### src/rtl/alrl_pkg.sv
`timescale 1ns / 1ps
`default_nettype none

package alrl_pkg;

	localparam int SLOTS  = 16;
	localparam int MAXRES = 16;
	localparam int SLOT_W = $clog2(SLOTS);
	localparam int STEP_W = $clog2(SLOTS + 1);
	localparam int CNT_W  = $clog2(MAXRES + 1);

	localparam int OP_W     = 3;
	localparam int STATUS_W = 2;

	typedef logic [SLOT_W-1:0] slot_t;

	typedef enum logic [OP_W-1:0] {
		OP_LOAD   = 3'd0,
		OP_HEAD   = 3'd1,
		OP_INSERT = 3'd2,
		OP_DELETE = 3'd3,
		OP_SEARCH = 3'd4,
		OP_LIST   = 3'd5
	} op_t;

	typedef enum logic [STATUS_W-1:0] {
		ST_OK      = 2'd0,
		ST_MISSING = 2'd1,
		ST_FULL    = 2'd2
	} status_t;

	// Input item payload, last declared field in the lowest bits.
	typedef struct packed {
		logic [3:0]  pad;
		logic [15:0] copies;
		logic [43:0] isbn_value;
		logic [63:0] author_tag;
		logic [63:0] title_tag;
		logic [31:0] anchor_number;
		logic [31:0] book_number;
		logic [3:0]  next_slot;
		logic [3:0]  slot_index;
	} in_data_t;

	// Result item payload, last declared field in the lowest bits.
	typedef struct packed {
		logic [3:0]  pad;
		logic [3:0]  link_out;
		logic [15:0] copies_out;
		logic [43:0] isbn_out;
		logic [63:0] author_out;
		logic [63:0] title_out;
		logic [31:0] key_out;
		logic [3:0]  slot_out;
	} out_data_t;

	localparam int IN_DATA_W  = $bits(in_data_t);
	localparam int OUT_DATA_W = $bits(out_data_t);

	// A slot index can be followed only if it is nonzero and inside the table.
	function automatic logic on_list(input logic [3:0] s);
		return (s != 4'd0) && (int'(s) < SLOTS);
	endfunction

	function automatic out_data_t blank_out(input logic [3:0] s);
		out_data_t r;
		r = '0;
		r.slot_out = s;
		return r;
	endfunction

endpackage

`default_nettype wire

### src/rtl/array_linked_record_list.sv
`timescale 1ns / 1ps
`default_nettype none

// Channel  Direction  Handshake           Payload
// s_       in         s_tvalid/s_tready   s_tdata: command fields, s_tuser: operation
// m_       out        m_tvalid/m_tready   m_tdata: record, m_tuser: status, m_tlast
//
// A small sequencer walks the slot table one slot per cycle through a single
// record read port, a key comparator and a title comparator. Load, set head and
// unknown operations go from decode to the result; insert scans for the anchor,
// then for a free slot (the free-slot scan picks up where the anchor scan
// stops); delete, search and list follow the links. A stalled result output
// holds the sequencer. Reset clears the valid bits, links and head at once; the
// record store is not cleared. s_tready is high only while the sequencer is idle.

module array_linked_record_list (
	input  wire                                 clk,
	input  wire                                 arst_n,
	input  wire                                 s_tvalid,
	output logic                                s_tready,
	// slot_index, next_slot, book_number, anchor_number, title_tag, author_tag,
	// isbn_value, copies, zero fill
	input  wire [alrl_pkg::IN_DATA_W-1:0]       s_tdata,
	// operation
	input  wire [alrl_pkg::OP_W-1:0]            s_tuser,
	output logic                                m_tvalid,
	input  wire                                 m_tready,
	// slot_out, key_out, title_out, author_out, isbn_out, copies_out, link_out,
	// zero fill
	output logic [alrl_pkg::OUT_DATA_W-1:0]     m_tdata,
	// status
	output logic [alrl_pkg::STATUS_W-1:0]       m_tuser,
	output logic                                m_tlast
);
	import alrl_pkg::*;

	typedef enum logic [2:0] {
		S_IDLE,
		S_DECODE,
		S_FIND,
		S_FREE,
		S_DEL,
		S_WALK,
		S_FINAL
	} state_t;

	typedef enum logic [1:0] {
		SRC_BLANK,
		SRC_MEM,
		SRC_PEND
	} src_t;

	localparam slot_t SLOT_LAST = slot_t'(SLOTS - 1);
	localparam slot_t SLOT_ONE  = slot_t'(1);

	state_t     state_q;
	src_t       src_q;
	op_t        op_q;
	in_data_t   in_q;
	status_t    res_status_q;
	logic [3:0] res_slot_q;
	logic       del_q;

	slot_t                  cur_q;
	slot_t                  prev_q;
	slot_t                  anc_q;
	slot_t                  head_q;
	logic [STEP_W-1:0]      steps_q;
	logic [CNT_W-1:0]       cnt_q;
	logic                   pend_q;
	out_data_t              pend_data_q;

	logic [SLOTS-1:0]       valid_q;
	slot_t                  link_q [SLOTS];

	logic [31:0]            key_mem    [SLOTS];
	logic [63:0]            title_mem  [SLOTS];
	logic [63:0]            author_mem [SLOTS];
	logic [43:0]            isbn_mem   [SLOTS];
	logic [15:0]            copies_mem [SLOTS];

	out_data_t              out_data_q;
	status_t                out_status_q;
	logic                   out_last_q;
	logic                   out_valid_q;

	logic                   out_free;
	logic                   mem_we;
	slot_t                  mem_wa;
	out_data_t              rd_data;
	logic                   cur_hit_key;
	logic                   cur_hit_walk;
	logic                   walk_end;
	logic                   del_end;

	assign s_tready = (state_q == S_IDLE);
	assign m_tvalid = out_valid_q;
	assign m_tdata  = out_data_q;
	assign m_tuser  = out_status_q;
	assign m_tlast  = out_last_q;

	assign out_free = !out_valid_q || m_tready;

	// Single read port of the record store, always at the cursor.
	always_comb begin
		rd_data            = '0;
		rd_data.slot_out   = 4'(cur_q);
		rd_data.key_out    = key_mem[cur_q];
		rd_data.title_out  = title_mem[cur_q];
		rd_data.author_out = author_mem[cur_q];
		rd_data.isbn_out   = isbn_mem[cur_q];
		rd_data.copies_out = copies_mem[cur_q];
		rd_data.link_out   = 4'(link_q[cur_q]);
	end

	assign cur_hit_key  = valid_q[cur_q] && (key_mem[cur_q] ==
		((state_q == S_FIND) ? in_q.anchor_number : in_q.book_number));
	assign cur_hit_walk = valid_q[cur_q] &&
		((op_q == OP_LIST) || (title_mem[cur_q] == in_q.title_tag));

	assign walk_end = (steps_q == STEP_W'(SLOTS)) || !on_list(4'(cur_q)) ||
		(cnt_q == CNT_W'(MAXRES));
	assign del_end  = (steps_q == STEP_W'(SLOTS)) || !on_list(4'(cur_q));

	assign mem_we = ((state_q == S_DECODE) && (op_q == OP_LOAD) &&
		on_list(in_q.slot_index)) || ((state_q == S_FREE) && !valid_q[cur_q]);
	assign mem_wa = (state_q == S_DECODE) ? slot_t'(in_q.slot_index) : cur_q;

	always_ff @(posedge clk) begin
		if (mem_we) begin
			key_mem[mem_wa]    <= in_q.book_number;
			title_mem[mem_wa]  <= in_q.title_tag;
			author_mem[mem_wa] <= in_q.author_tag;
			isbn_mem[mem_wa]   <= in_q.isbn_value;
			copies_mem[mem_wa] <= in_q.copies;
		end
	end

	always_ff @(posedge clk or negedge arst_n) begin
		if (!arst_n) begin
			state_q      <= S_IDLE;
			src_q        <= SRC_BLANK;
			op_q         <= OP_LOAD;
			in_q         <= '0;
			res_status_q <= ST_OK;
			res_slot_q   <= '0;
			del_q        <= 1'b0;
			cur_q        <= '0;
			prev_q       <= '0;
			anc_q        <= '0;
			head_q       <= '0;
			steps_q      <= '0;
			cnt_q        <= '0;
			pend_q       <= 1'b0;
			pend_data_q  <= '0;
			valid_q      <= '0;
			for (int i = 0; i < SLOTS; i++) begin
				link_q[i] <= '0;
			end
			out_data_q   <= '0;
			out_status_q <= ST_OK;
			out_last_q   <= 1'b0;
			out_valid_q  <= 1'b0;
		end else begin
			if (m_tready) begin
				out_valid_q <= 1'b0;
			end
			case (state_q)
				S_IDLE: begin
					if (s_tvalid) begin
						op_q    <= op_t'(s_tuser);
						in_q    <= in_data_t'(s_tdata);
						state_q <= S_DECODE;
					end
				end
				S_DECODE: begin
					src_q        <= SRC_BLANK;
					res_status_q <= ST_MISSING;
					res_slot_q   <= '0;
					del_q        <= 1'b0;
					steps_q      <= '0;
					cnt_q        <= '0;
					pend_q       <= 1'b0;
					prev_q       <= '0;
					state_q      <= S_FINAL;
					case (op_q)
						OP_LOAD: begin
							res_slot_q <= in_q.slot_index;
							cur_q      <= slot_t'(in_q.slot_index);
							if (on_list(in_q.slot_index)) begin
								valid_q[slot_t'(in_q.slot_index)] <= 1'b1;
								link_q[slot_t'(in_q.slot_index)]  <= slot_t'(in_q.next_slot);
								src_q <= SRC_MEM;
							end
						end
						OP_HEAD: begin
							res_slot_q <= in_q.slot_index;
							if (int'(in_q.slot_index) < SLOTS) begin
								head_q       <= slot_t'(in_q.slot_index);
								res_status_q <= ST_OK;
							end
						end
						OP_INSERT: begin
							cur_q   <= SLOT_ONE;
							state_q <= S_FIND;
						end
						OP_DELETE: begin
							cur_q   <= head_q;
							state_q <= S_DEL;
						end
						OP_SEARCH, OP_LIST: begin
							cur_q   <= head_q;
							state_q <= S_WALK;
						end
						default: begin
						end
					endcase
				end
				S_FIND: begin
					if (cur_hit_key) begin
						anc_q <= cur_q;
						if (cur_q == SLOT_LAST) begin
							res_status_q <= ST_FULL;
							state_q      <= S_FINAL;
						end else begin
							cur_q   <= cur_q + SLOT_ONE;
							state_q <= S_FREE;
						end
					end else if (cur_q == SLOT_LAST) begin
						state_q <= S_FINAL;
					end else begin
						cur_q <= cur_q + SLOT_ONE;
					end
				end
				S_FREE: begin
					if (!valid_q[cur_q]) begin
						valid_q[cur_q] <= 1'b1;
						link_q[cur_q]  <= link_q[anc_q];
						link_q[anc_q]  <= cur_q;
						src_q          <= SRC_MEM;
						state_q        <= S_FINAL;
					end else if (cur_q == SLOT_LAST) begin
						res_status_q <= ST_FULL;
						state_q      <= S_FINAL;
					end else begin
						cur_q <= cur_q + SLOT_ONE;
					end
				end
				S_DEL: begin
					if (del_end) begin
						state_q <= S_FINAL;
					end else if (cur_hit_key) begin
						// The unlink happens when the record leaves, so its old link is reported.
						src_q   <= SRC_MEM;
						del_q   <= 1'b1;
						state_q <= S_FINAL;
					end else begin
						prev_q  <= cur_q;
						cur_q   <= link_q[cur_q];
						steps_q <= steps_q + STEP_W'(1);
					end
				end
				S_WALK: begin
					if (walk_end) begin
						src_q   <= pend_q ? SRC_PEND : SRC_BLANK;
						state_q <= S_FINAL;
					end else if (cur_hit_walk) begin
						// A match is held back until the next match or the walk's end, so the final one can carry tlast.
						if (!pend_q || out_free) begin
							if (pend_q) begin
								out_data_q   <= pend_data_q;
								out_status_q <= ST_OK;
								out_last_q   <= 1'b0;
								out_valid_q  <= 1'b1;
							end
							pend_data_q <= rd_data;
							pend_q      <= 1'b1;
							cnt_q       <= cnt_q + CNT_W'(1);
							cur_q       <= link_q[cur_q];
							steps_q     <= steps_q + STEP_W'(1);
						end
					end else begin
						cur_q   <= link_q[cur_q];
						steps_q <= steps_q + STEP_W'(1);
					end
				end
				S_FINAL: begin
					if (out_free) begin
						out_last_q  <= 1'b1;
						out_valid_q <= 1'b1;
						case (src_q)
							SRC_MEM: begin
								out_data_q   <= rd_data;
								out_status_q <= ST_OK;
							end
							SRC_PEND: begin
								out_data_q   <= pend_data_q;
								out_status_q <= ST_OK;
							end
							default: begin
								out_data_q   <= blank_out(res_slot_q);
								out_status_q <= res_status_q;
							end
						endcase
						if (del_q) begin
							if (steps_q == '0) begin
								head_q <= link_q[cur_q];
							end else begin
								link_q[prev_q] <= link_q[cur_q];
							end
							link_q[cur_q]  <= '0;
							valid_q[cur_q] <= 1'b0;
						end
						state_q <= S_IDLE;
					end
				end
				default: begin
					state_q <= S_IDLE;
				end
			endcase
		end
	end

	a_del_frees_slot: assert property (@(posedge clk) disable iff (!arst_n)
		(state_q == S_FINAL && del_q && out_free) |=>
			(!valid_q[$past(cur_q)] && link_q[$past(cur_q)] == '0))
		else $error("deleted slot still valid or linked");

	a_insert_links_anchor: assert property (@(posedge clk) disable iff (!arst_n)
		(state_q == S_FREE && !valid_q[cur_q]) |=>
			(link_q[$past(anc_q)] == $past(cur_q) && valid_q[$past(cur_q)]))
		else $error("insert did not link new slot after anchor");

	a_result_count: assert property (@(posedge clk) disable iff (!arst_n)
		(cnt_q <= CNT_W'(MAXRES)) && (steps_q <= STEP_W'(SLOTS)))
		else $error("walk counters out of range");

	a_pend_only_in_walk: assert property (@(posedge clk) disable iff (!arst_n)
		(state_q == S_WALK && pend_q && cur_hit_walk && !walk_end && !out_free) |=>
			(state_q == S_WALK && $stable(cur_q) && $stable(pend_data_q)))
		else $error("held-back result lost during output stall");

endmodule

`default_nettype wire
### config.mk
export PLATFORM = sky130hd
export DESIGN_NAME = array_linked_record_list
export DESIGN_NICKNAME = d
export VERILOG_FILES = /design/src/rtl/alrl_pkg.sv /design/src/rtl/array_linked_record_list.sv
export SDC_FILE = /design/constraint.sdc
export NUM_CORES = 2
export LEC_CHECK = 0
export ABC_AREA = 0
export BUFFER_PORTS_ARGS = -buffer_cell sky130_fd_sc_hd__buf_2
export CAP_MARGIN = 25
export CORE_MARGIN = 3
export CORE_UTILIZATION = 67
export CTS_CLUSTER_SIZE = 40
export DETAILED_ROUTE_END_ITERATION = 8
export MAX_ROUTING_LAYER = met4
export PLACE_DENSITY_LB_ADDON = 0.3
export REMOVE_ABC_BUFFERS = 1
export SYNTH_ARGS = -nofsm -noshare
export SYNTH_HDL_FRONTEND = slang
export SYNTH_SLANG_ARGS = --single-unit
### constraint.sdc
create_clock -name clk -period 19.5 [get_ports clk]
set_input_delay 1.95 -clock clk [delete_from_list [all_inputs] [get_ports clk]]
set_output_delay 1.95 -clock clk [all_outputs]
set_load 0.05 [all_outputs]
# After elaboration in Yosys (flattened, before gate mapping)
# Memory sizes are Yosys's and may differ from the RTL's.
# Index checks and enable logic that the tools add are counted.
op_classes:
  reduce_logical: 53
  addsub: 3
  n_mux: 130
  n_lt_le_gt_ge: 12
  eq_ne: 39
  n_bitwise: 11
op_table:
  columns: ["operator", "count"]
  rows:
  - ["$mux 232", 5]
  - ["$mux 64", 9]
  - ["$pmux 232 s2", 1]
  - ["$pmux 228 s2", 1]
  - ["$bwmux 64", 4]
  - ["$pmux 64 s3", 1]
  - ["$mux 4", 23]
  - ["$mux 16", 5]
  - ["$and 64x64->64", 1]
  - ["$demux 4 s4", 4]
  - ["$eq 64x64->1", 1]
  - ["$not 64->64", 1]
  - ["$pmux 16 s3", 1]
  - ["$mux 5", 8]
  - ["$bmux 4 s4", 2]
  - ["$eq 32x32->1", 1]
  - ["$mux 32", 1]
  - ["$or 16x16->16", 2]
  - ["$mux 2", 14]
  - ["$ne 2x2->1 const B", 14]
  - ["$mux 3", 9]
  - ["$mux 1", 24]
  - ["$pmux 3 s7", 1]
  - ["$ge 5x5->1 const B", 4]
  - ["48 further kinds", 111]
word_totals:
  reg_bits: 846
  mem_bits_rw: 3520
  wordCells: 309
  n_memories: 5
memory_table:
  columns: ["memory", "words", "word_bits", "read_ports", "rd_clocked_by_memory_dff", "write_ports", "line_no", "text"]
  rows:
  - ["author_mem", 16, 64, 1, 0, 1, "array_linked_record_list.sv:78", "logic [63:0] author_mem [SLOTS];"]
  - ["title_mem", 16, 64, 1, 0, 1, "array_linked_record_list.sv:77", "logic [63:0] title_mem [SLOTS];"]
  - ["isbn_mem", 16, 44, 1, 0, 1, "array_linked_record_list.sv:79", "logic [43:0] isbn_mem [SLOTS];"]
  - ["key_mem", 16, 32, 1, 0, 1, "array_linked_record_list.sv:76", "logic [31:0] key_mem [SLOTS];"]
  - ["copies_mem", 16, 16, 1, 0, 1, "array_linked_record_list.sv:80", "logic [15:0] copies_mem [SLOTS];"]

# Longest topological paths before layout
logic_depth:
  word_depth: 14
  ltp_mapped: 21
  mapped_depth_nobuf: 12

# Least setup slack after synthesis
# No wires, ideal clock.
synth_path:
  path_kind: "register to register"
  from: "register cur_q[1]"
  to: "memory author_mem[10][0], enable pin"
  t_required_ns: 18.695
  path_stages_with_launch: 16
  arrival_ns: 12.573
  n_path_buf: 12
  path_slack_ns: 6.121
  path_cell_list: "dfrtp_1 > buf_2 > buf_2 > buf_2 > buf_2 > buf_2 > clkbuf_1 > buf_1 > clkbuf_1 > buf_2 > buf_2 > buf_2 > buf_2 > mux2i_1 > nand2b_1 > nor2_1"
synth_between:
  elab_chain_len: 7
synth_rtl:
  columns: ["item", "line_no", "text"]
  rows:
  - ["from (decl)", "array_linked_record_list.sv:64", "slot_t cur_q;"]
  - ["from (signal assigned)", "array_linked_record_list.sv:189", "cur_q <= slot_t'(in_q.slot_index);"]
  - ["from (signal assigned)", "array_linked_record_list.sv:208", "cur_q <= head_q;"]
  - ["from (signal assigned)", "array_linked_record_list.sv:212", "cur_q <= head_q;"]
  - ["$bmux 1 s4", "array_linked_record_list.sv:126", "on_list(in_q.slot_index)) || ((state_q == S_FREE) && !valid_q[cur_q]);"]
  - ["$mux 1 (implied by the code)", "array_linked_record_list.sv:126", null]
  - ["$logic_not 1->1", null, null]
  - ["$logic_and 1x1->1", "array_linked_record_list.sv:126", null]
  - ["$logic_or 1x1->1", "array_linked_record_list.sv:126", null]
  - ["$mux 1", "array_linked_record_list.sv:130", "if (mem_we) begin"]
  - ["$mux 1 (implied by the code)", "array_linked_record_list.sv:133", "author_mem[mem_wa] <= in_q.author_tag;"]
  - ["to (decl)", "array_linked_record_list.sv:78", null]
# Several ways; a longest one is shown, not always the timed one. The select of a mux whose other input is x is not followed.

# Worst setup path in the final report
layout_path:
  from: "register cur_q[1]"
  to: "register out_data_q (netlist bit m_tdata[218])"
layout_between:
  elab_chain_len: 6
layout_rtl:
  columns: ["item", "line_no", "text"]
  rows:
  - ["$mem_v2 16x64 / $reduce_bool 4->1 (equally long branches)", null, null]
  - ["$eq 64x64->1 / $logic_not 1->1 (equally long branches)", "array_linked_record_list.sv:119, array_linked_record_list.sv:121", null]
  - ["$logic_or 1x1->1 (on tied branches)", "array_linked_record_list.sv:119, array_linked_record_list.sv:121", null]
  - ["$logic_and 1x1->1 / $logic_or 1x1->1 (equally long branches)", "array_linked_record_list.sv:118, array_linked_record_list.sv:121", null]
  - ["$ne 2x2->1 (no source line)", null, null]
  - ["$reduce_and 6->1 (no source line)", null, null]
  - ["to (signal assigned)", "array_linked_record_list.sv:271", "out_data_q <= pend_data_q;"]
  - ["to (signal assigned)", "array_linked_record_list.sv:293", "out_data_q <= rd_data;"]
  - ["to (signal assigned)", "array_linked_record_list.sv:297", "out_data_q <= pend_data_q;"]
  - ["to (decl)", "array_linked_record_list.sv:82", "out_data_t out_data_q;"]
# Several ways; a longest one is shown, not always the timed one. The select of a mux whose other input is x is not followed.
# A chain may end at the register's enable or synchronous reset.

==> results by stage <==
Outcome:
- The flow ran to the end, but the final reports show violations.
- The final reports fail on slew limit.

Routing:
- The total routed wirelength is between 400000 and 500000 um.
- For this block, the via count after detailed routing is about 100k.
- The detailed-routing iteration count for the pre-antenna-repair pass is 9.
- Routed signal wires occupy layers up through met4.
- The initial detailed-routing violation count is 15368.
- After detailed routing, the wire length on met1 is around 170000 um.
- The wire length on met3 is around 64000 um.
- The average wire per cell in the routed design is about 35 um.
- In the routed design, unresolved DRC markers number 0.
- In the detailed route, the total length drawn on met2 is between 200000 and 250000 um.
- After detailed routing, the number of vias per cell comes to slightly above 7.
- Once detail routing completed, the nets flagged for antenna violations numbered 0.

Finish:
- The post-layout instance area is between 150000 and 200000 um^2.
- The register cell area after layout is 127000 um^2.
- The area taken by multi-input logic gates is approximately 47000 um^2.
- Of the cells placed in the final design, the portion with a size suffix greater than 1 is 0.250.
- Measured on the finished design, the core utilization comes to 0.755.
- The number of non-filler instances in the completed layout is around 14000.
- The final layout contains ~11000 nets.
- The layout filler cell count is between 10000 and 15000.
- Compared with the post-synthesis result, the final layout area differs by 11.5%.

Setup path:
- The largest single stage delay on the critical path is 870 ps.
- At the worst endpoint, the required time is 20310 ps.
- The number of cells on the worst reg-to-reg path is 19.
- The most frequent cell on the critical path is buf_4.
- The slowest stage of the critical path belongs to the cell dfrtp_4.
- The worst setup path is launched from a flop.
- In this run the worst path has a maximum fanout of approximately 80.
- The signal on the critical path passes through buf_4 -> buf_4 -> buf_4 -> buf_4 -> mux4_2 -> mux2i_1 -> xnor2_1 -> nor2_1 -> a41oi_1 -> a2111oi_0 -> nand4_1 -> o21ai_1 -> a41oi_4 -> buf_4 -> buf_4 -> buf_16 -> buf_4 -> nand2_1 -> o21ai_1.
- The worst setup path is captured at a flop.
- By startpoint and endpoint, the worst setup path is classified as flop to flop.
- Data arrives at the worst endpoint at 10310 ps.

Timing:
- The final worst-path cycle share is 0.487.
- Static timing analysis puts the maximum clock frequency at between 0.1 and 0.15 GHz.
- The worst pin sits at a relative slew slack of -0.0706.
- The count of endpoints failing hold in the final timing report is 0.
- The final-report max-slew violation count came to 66.
- The clock period minus final worst setup slack is between 9000 and 10000 ps.
- Setup violations remaining at the end of the flow were counted as 0.
- Setup repair after global routing left no endpoint under its margin.
- Clock skew on the completed layout was measured at 69.5 ps.
- Setup total negative slack on the finished layout was measured at 0 ps.
- The transition time of the tightest slew-check pin is ~1600 ps.

Global route:
- The wire length of the first global-routing pass is ~710000 um.
- The total overflow left after global routing is 0.
- Entering global routing, the biggest net connects 147 pins.
- In the global route stage, overall resource usage came out at 0.375.
- The number of antenna violations at the first check in global routing was 29.
- The via count of the first global-routing pass came to roughly 100k.

Run:
- The tool flagged a number of max-cap violations equal to 0.

Synthesis:
- In the synthesized netlist the dominant register cell turns out to be edfxtp_1.
- Yosys attributes the largest share of cell area to edfxtp_1 60%, mux4_2 12%, dfrtp_1 12%.
- In this run, synthesis inferred around 3500 flip-flops with an integrated enable.
- The area share of the largest cell type after synthesis is 0.599.
- The cell area that synthesis handed to floorplanning was between 150000 and 200000 um^2.
- The async set-or-reset flop fraction in the synthesized netlist is 0.193.
- The flip-flop and latch count after synthesis is 4362.
- The mean area per synthesized cell is 18.2 um^2.
- The commonest cells after synthesis are 3520 x edfxtp_1, 956 x mux4_2, 842 x dfrtp_1.
- The most used standard cell by instance count after synthesis is edfxtp_1.
- The number of distinct library cells after synthesis is 82.
- The warning count from the yosys run is 0.
- The sequential share of the synthesized area is 0.718.
- The cell taking the most area after synthesis is edfxtp_1.
- The number of standard cells after synthesis is roughly 10000.

Place:
- Port buffering added between 400 and 500 buffers.
- Once placement completed, the tool counted placed cells totaling roughly 13000.
- The final weighted congestion in routability-driven placement is around 0.95.
- Detailed placement finished with a half-perimeter wire length of between 200000 and 250000 um.
- The total cell area at the placement stage is 183000 um^2.

Clock tree:
- The clock passes through at most 4 buffers.
- The later-pin clock latency in the skew report is 970 ps.
- The count of hold-fix buffers inserted at cts is 0.
- The library cell used as clock root buffer is clkbuf_16.
- The clock net sink count is between 4000 and 5000.
- The total of cells resized after clock tree synthesis is 0.
- The TritonCTS clock tree is yes.
- The number of CTS-inserted buffers is 419.
- The H-tree generated during clock tree synthesis spans 5 levels.
- The number of setup buffers added after CTS is 0.
- After clock tree synthesis, the clock-pin slew on the worst setup and hold paths is roughly 60 ps.

Floorplan:
- The I/O pin total is between 500 and 600.
- The number of placement rows is 187.
- The chip width is 519 um.
- The area inside the core boundary is about 260000 um^2.
- The initial utilization of the core area, before any placement, comes to 0.677.
- The die outline height is between 500 and 600 um.
- The floorplan step defined a die boundary enclosing about 270000 um^2.

Pwr:
- IR analysis of the VDD net gives a maximum drop of 0.000174 V.
- In this run the static leakage power is 67.7 nW.
- The sum of internal, switching and leakage power is about 0.031 W.
- Power spread over the standard cell area amounts to 158 nW/um^2.

Worst hold path:
- The worst min-delay path class is flop to flop.
- The worst hold path was traced through 2 stages.
==> state kept, by name, indices dropped and copies added (netlist names), 2 cells and up, named ones only <==
name	cells
m_tuser	2
res_status_q	2
pend_data_q	228
prev_q	4
isbn_mem	704
src_q	2
author_mem	1024
op_q	3
state_q	3
cnt_q	5
valid_q	16
anc_q	4
res_slot_q	4
title_mem	1024
steps_q	5
head_q	4
in_q	260
cur_q	4
copies_mem	256
m_tdata	228
key_mem	512
==> worst paths after layout <==
kind / start / to / slack [ps]
max in group asynchronous: arst_n / pend_data_q[184] / 14930
setup reg to reg: cur_q[1] / m_tdata[218] / 10000
hold reg to reg: res_slot_q[1] / res_slot_q[1] / 480
setup / recovery: cur_q[1] / m_tdata[218] / 10000
hold / removal: res_slot_q[1] / res_slot_q[1] / 480
min in group asynchronous: arst_n / m_tdata[106] / 950
==> area by class of cell <==
| class | count | share of cell area |
|---|---|---|
| clock inverter | 192 | 0.0105 |
| sequential | 4362 | 0.644 |
| antenna | 27 | 0.000343 |
| inverter | 27 | 0.000578 |
| tap | 3496 | 0.0222 |
| clock buffer | 595 | 0.0599 |
| multi-input combinational | 4720 | 0.239 |
| timing repair buffer | 701 | 0.0231 |
==> routing by layer <==
layer / vias up / track usage
met5: - / -
met4: 0 / 0.168
met3: 1531 / 0.0897
met2: 8094 / 0.565
met1: 51500 / 0.496
li1: 39960 / -
==> per-stage QoR <==
step	hold WS, ps	setup slack [ps]
after floorplan	439	-41030
after global placement	460	10030
after detailed placement	458	10050
after CTS	471	9960
after global routing	495	9830
final	476	10000
==> critical path, delay by kind of cell, from the launching register on <==
family,cells,cell delay [ps]
and+or+nand+nor,3,700
buffers and inverters,8,4420
xor gates and xnor gates,1,130
muxes,2,710
AOI/OAI and AO/OA,5,2150
DFF,1,870
==> placed cells by master (no fill, tap or decap), types with 191 or more instances in the layout <==
cell / n
edfxtp_1: 3520
mux4_2: 956
dfrtp_1: 838
nand2_1: 621
buf_2: 499
clkbuf_16: 425
mux2i_1: 421
nor2_1: 378
a21oi_1: 358
mux2_2: 325
a22oi_1: 315
o21ai_0: 262
o21ai_1: 224
mux2_1: 191
==> power by group <==
group / switching, W / internal (W) / total, W
combinational: 0.00558 / 0.00358 / 0.00915
clock: 0.00355 / 0.00464 / 0.00820
sequential: 0.00167 / 0.0121 / 0.0138
total: 0.0108 / 0.0203 / 0.0311
==> cells by family after synthesis <==
family,count (synthesis),synth area share
XOR/XNOR,151,0.00749
AND/OR/NAND/NOR,1262,0.0302
buffers and inverters,636,0.0161
AO/OA/AOI/OAI,1395,0.0482
flip-flops,4362,0.718
multiplexers,1895,0.179
other,1,0.0000212
adder cells (fa/ha/maj),13,0.000921
No activity file was read; power rests on OpenSTA's default activity.
